[config.mk]
export PLATFORM = sky130hd
export DESIGN_NAME = tcw_sweep_unit
export DESIGN_NICKNAME = d
export VERILOG_FILES = /design/src/rtl/core/tcw_pkg.sv /design/src/rtl/core/tcw_sweep_unit.sv
export SDC_FILE = /design/constraint.sdc
export NUM_CORES = 1
export LEC_CHECK = 0
export BUFFER_PORTS_ARGS = -buffer_cell sky130_fd_sc_hd__buf_2
export CORE_ASPECT_RATIO = 1.2
export CORE_UTILIZATION = 35
export DETAILED_ROUTE_END_ITERATION = 16
export PLACE_DENSITY = 0.63
export SLEW_MARGIN = 15
export SYNTH_ARGS = -nofsm -noshare
export SYNTH_HDL_FRONTEND = slang
export SYNTH_SLANG_ARGS = --single-unit
[constraint.sdc]
create_clock -name clk -period 3.1 [get_ports clk]
set_clock_uncertainty 0.15 [all_clocks]
set_input_delay 0.93 -clock clk [delete_from_list [all_inputs] [get_ports clk]]
set_output_delay 0.93 -clock clk [all_outputs]
set_load 0.01 [all_outputs]
[src/rtl/core/tcw_pkg.sv]
// ----------------------------------------------------------------------------
// tcw_pkg
// Shared types and constants of the text console writer: beat payloads,
// command kinds, character codes and sweep control.
// ----------------------------------------------------------------------------
`default_nettype none

package tcw_pkg;

  // Geometry defaults
  localparam int COLUMNS_DEF = 80;
  localparam int ROWS_DEF    = 25;

  // Fixed field widths
  localparam int KIND_W    = 2;
  localparam int CHAR_W    = 8;
  localparam int IDX_W     = 11;
  localparam int ATTR_W    = 8;
  localparam int CELL_W    = ATTR_W + CHAR_W;
  localparam int COL_OUT_W = 7;
  localparam int ROW_OUT_W = 5;

  // Command kinds
  localparam logic [KIND_W-1:0] KIND_PUT   = 2'd0;
  localparam logic [KIND_W-1:0] KIND_CLEAR = 2'd1;
  localparam logic [KIND_W-1:0] KIND_READ  = 2'd2;

  // Character codes and attribute reset
  localparam logic [CHAR_W-1:0] NEWLINE_CODE = 8'h0A;
  localparam logic [CHAR_W-1:0] BLANK_CODE   = 8'h20;
  localparam logic [ATTR_W-1:0] ATTR_RESET   = 8'h1F;

  // Input beat
  typedef struct packed {
    logic [KIND_W-1:0] kind;
    logic [CHAR_W-1:0] char_code;
    logic [IDX_W-1:0]  cell_index;
  } tcw_in_t;

  // Result beat
  typedef struct packed {
    logic [CELL_W-1:0]    cell_data;
    logic [COL_OUT_W-1:0] cursor_col;
    logic [ROW_OUT_W-1:0] cursor_row;
  } tcw_out_t;

  // Sweep unit control
  typedef struct packed {
    logic load;
    logic step;
  } tcw_sweep_ctl_t;

endpackage : tcw_pkg

`default_nettype wire

[src/rtl/core/tcw_sweep_unit.sv]
// ----------------------------------------------------------------------------
// tcw_sweep_unit
// Shared address counter: loads a first and last address, steps by one and
// flags the last address. Drives the clear, scroll and blank-row sweeps.
// ----------------------------------------------------------------------------
`default_nettype none

module tcw_sweep_unit #(
  parameter int ADDR_W = 11
) (
  input  wire logic                   clk,
  input  wire logic                   rst_n,
  input  wire tcw_pkg::tcw_sweep_ctl_t ctl,
  input  wire logic [ADDR_W-1:0]      first_addr,
  input  wire logic [ADDR_W-1:0]      last_addr,
  output logic      [ADDR_W-1:0]      addr,
  output logic                        last
);
  import tcw_pkg::*;

  logic [ADDR_W-1:0] cnt_r, cnt_nxt;
  logic [ADDR_W-1:0] end_r, end_nxt;

  // Load or step
  always_comb begin
    cnt_nxt = cnt_r;
    end_nxt = end_r;
    if (ctl.load) begin
      cnt_nxt = first_addr;
      end_nxt = last_addr;
    end else if (ctl.step) begin
      cnt_nxt = cnt_r + ADDR_W'(1);
    end
  end

  always_ff @(posedge clk) begin
    if (!rst_n) begin
      cnt_r <= '0;
      end_r <= '0;
    end else begin
      cnt_r <= cnt_nxt;
      end_r <= end_nxt;
    end
  end

  assign addr = cnt_r;
  assign last = (cnt_r == end_r);

endmodule : tcw_sweep_unit

`default_nettype wire

Word level (Yosys, flattened, before mapping)
Index checks and enable logic that the tools add are counted.

Add/subtract/negate cells: 1. Equal/unequal tests: 1. Mux-type cells: 2. Reduce and logical (&&, ||, !) cells: 1.

Operators with widths (count): 2-to-1 mux 11 bit (2); adder 11 x 1 -> 11 bit, second input constant (1); == test 11 bit (1); nonzero test 2 bit (1).

Register bits: 22. Output and inout port bits: 12.

Longest topological paths before layout
Depth in word-level cells: 3. Depth in mapped cells: 5.

Worst setup path after synthesis
Ideal clock, no wire load.

Kind: reg-to-output. Start point: reg cnt_r[2], in the netlist addr[2]. End point: out last. Data arrival time: 1.058 ns. Path slack: 0.962 ns. Cell stages (with the launch flop): 5. Buffers on the path: 1. Path through: dfxtp_1 -> buf_2 -> xnor2_1 -> nand3_1 -> nor3_1.

Cells in the longest elaborated chain, start to end: 1.

Ends and longest elaborated chain: from (decl) (line tcw_sweep_unit.sv:21) `logic [ADDR_W-1:0] cnt_r, cnt_nxt;`; from (signal assigned) (line tcw_sweep_unit.sv:41) `cnt_r <= cnt_nxt;`; == test 11 bit (line tcw_sweep_unit.sv:47) `assign last = (cnt_r == end_r);`; to (decl) (line tcw_sweep_unit.sv:17) `output logic last`.

No other way between the ends.

Final worst setup path
Same ends and word-level chain as after synthesis.

==> results.txt <==
Placed Cells incl. Taps: 191
Final Hold Viols: 0
Initial antenna violation count: 0
Area of the multi-input gates: 635.6 um^2
Maximum clock path buffer count: 2
# DRC: 0
Maximum VDD drop: 0.3356 mV
Netlist cell types: 22
Worst hold-check path type: reg -> reg
Height of the die: 63.76 um
1st-pass router iterations: 4
Critical Path Fanout Max: 8
Diodes inserted: 0
CP Class: reg -> out
Fin cells: 195
Prevailing post-synth register cell: dfxtp_1
Worst R2R Path Depth: 5
Post-DRT Antenna Nets: 0
Die Footprint: 0.003408 mm^2
Die width: 53.46 um
CP arrival: 1.45 ns
Worst rel slew slack: 67.45%
Syn avg cell area: 9.043 um^2
Power Dens Cells: 428.7 mW/mm^2
Total GRT Usage: 16.57%
Clk sinks: 22
Pre-CTS setup slack: 0.8657 ns
Most frequent cell after synthesis: dfxtp_1
Largest net degree at the start of global routing: 19
CP max-delay cell: dfxtp_1
Area leader, netlist: dfxtp_1
Sequential area share after synthesis: 39.60%
CTS tree: yes
FF-to-FF Start: addr[0]
Fillers: 325
Synth top area cells: dfxtp_1, xnor2_1, mux2i_1
Worst-margin pin slew: 0.4853 ns
Syn nets: 150
Post-synth top area share: 39.60%
Reg clk slew, reported paths: 0.12 ns
Worst-Skew Late Latency: 0.30 ns
Final WL: 2424 um
Startpoint Class: flop
Max-Cap Viols: 0
DR WL/cell: 12.43 um
Final Critical Period: 2.532 ns
Via count: 994
Async S/R FF share, synth: 0%
Syn. warnings: 0
Static leakage: 0.5779 nW
Setup TNS: 0 ns
Global route overflow: 0
Ratio of cells with drive above 1 in the final layout: 28.30%
Post-CTS Setup Inserts: 0
Slew Limit Fails: 0
Area delta synth->final: 22.05%
CTS Hold Bufs: 0
Number of global-route vias before repair: 989
Finished Core Util: 44.43%
Core area: 0.003055 mm^2
H-tree Lvls: 1
Fmax: 394.9 MHz
Root buf cell: clkbuf_4
RSZ-0062 raised after global routing: no
Top delay family on crit path: flip-flops
Initial Util: 36.40%
Row cnt: 22
TritonCTS Buffers: 3
Port Buffers: 37
CTS resizes: 0
Vias per Instance: 5.097
DR iter-0 viols: 21
Post-synth EDFFs: 0
First-pass GRT wire length: 4209 um
Gate Count Post-Synth: 123
Critical Path End Type: output pin
Post-route setup slack: 0.5679 ns
Synth Register Bits: 22
CP required: 2.02 ns
Hold Crit Depth: 2
# setup viols final: 0
Detailed Place HPWL: 1926 um
Reg area: 440.4 um^2
CP cell instances: xnor2_1 > nand3_1 > nor3_1 > buf_2
NumNets Final: 187
Ports: 38
Final Cycle Share: 81.68%
Status: complete, no violations
CP bufs+invs: 1
Launch point of the worst path: addr[2]
HP Start: end_r[8]
Global placement routability congestion: 0.8569
Synthesized area: 0.001112 mm^2
WP depth: 4
Synth cell count leaders: dfxtp_1, nor2_1, xnor2_1, mux2i_1, a21oi_1
Largest stage delay, worst path: 0.51 ns
metrics by stage:
stage | instance area, um^2 | total power [W] | hold WS [ns]
after floorplan | 1112 | 0.0003953 | 0.3317
after global routing | 1358 | 0.0006177 | 0.4148
after detailed placement | 1321 | 0.0004349 | 0.3680
after global placement | 1321 | 0.0004323 | 0.3576
final | 1358 | 0.0005820 | 0.3860
after CTS | 1358 | 0.0005891 | 0.3972
per-layer routing:
metal | vias up | share of wire [%] | GRT usage [%]
li1 | 505 | - | -
met1 | 447 | 42 | 20.86
met2 | 36 | 50 | 26.56
met3 | 6 | 5.1 | 1.905
met4 | 0 | 2.2 | 9.211
met5 | - | 0 | 0
registers in the layout (all words and copies together), names as in the netlist:
name   cells
addr      11
end_r     11
placed cells by master (no fill, tap or decap):
cell	count
nand4_2	1
dfxtp_1	22
xor2_1	5
clkinv_1	1
nor3_2	2
mux2i_1	13
buf_2	37
nand2_1	4
ha_1	1
inv_1	1
and3_1	1
o22ai_1	4
nand4_1	6
a21oi_1	10
clkbuf_4	3
nand3_1	3
o21ai_0	4
xnor2_1	16
and4_1	1
nor3_1	1
nor3b_1	4
buf_4	1
nor2_1	17
clkbuf_8	1
cell type report:
cell class,instances,area share [%]
repair buffers,38,14.19
flip-flops and latches,22,32.44
multi-input cells,93,46.82
clock buffers,4,2.673
inverters,2,0.5530
well taps,36,3.318
worst min-delay path, stage by stage (launching register included):
cell and delay [ns]:
dfxtp_1 0.37, mux2i_1 0.07, nor2_1 0.07
path summary, 6_finish.rpt:
check	to	slack, ns
worst max-delay path	last	0.57
worst min-delay path	end_r[8]	0.39
worst max register to register	addr[6]	1.60
worst min register to register	end_r[8]	0.39
power breakdown:
part           total [W]  internal, W  switching, W  leakage (nW)
clock network   0.000154    0.0000716     0.0000828        0.0210
registers       0.000325     0.000301     0.0000240         0.182
logic           0.000103    0.0000542     0.0000485         0.375
logic make-up after synthesis:
group	Yosys count	synth area share, %
AOI/OAI and AO/OA	18	8.549
xor gates and xnor gates	21	16.53
adders and majority gates	1	1.125
buffers and inverters	8	3.261
DFF	22	39.59
muxes	13	11.70
and+or+nand+nor	40	19.23
No activity file was read; power rests on OpenSTA's default activity.
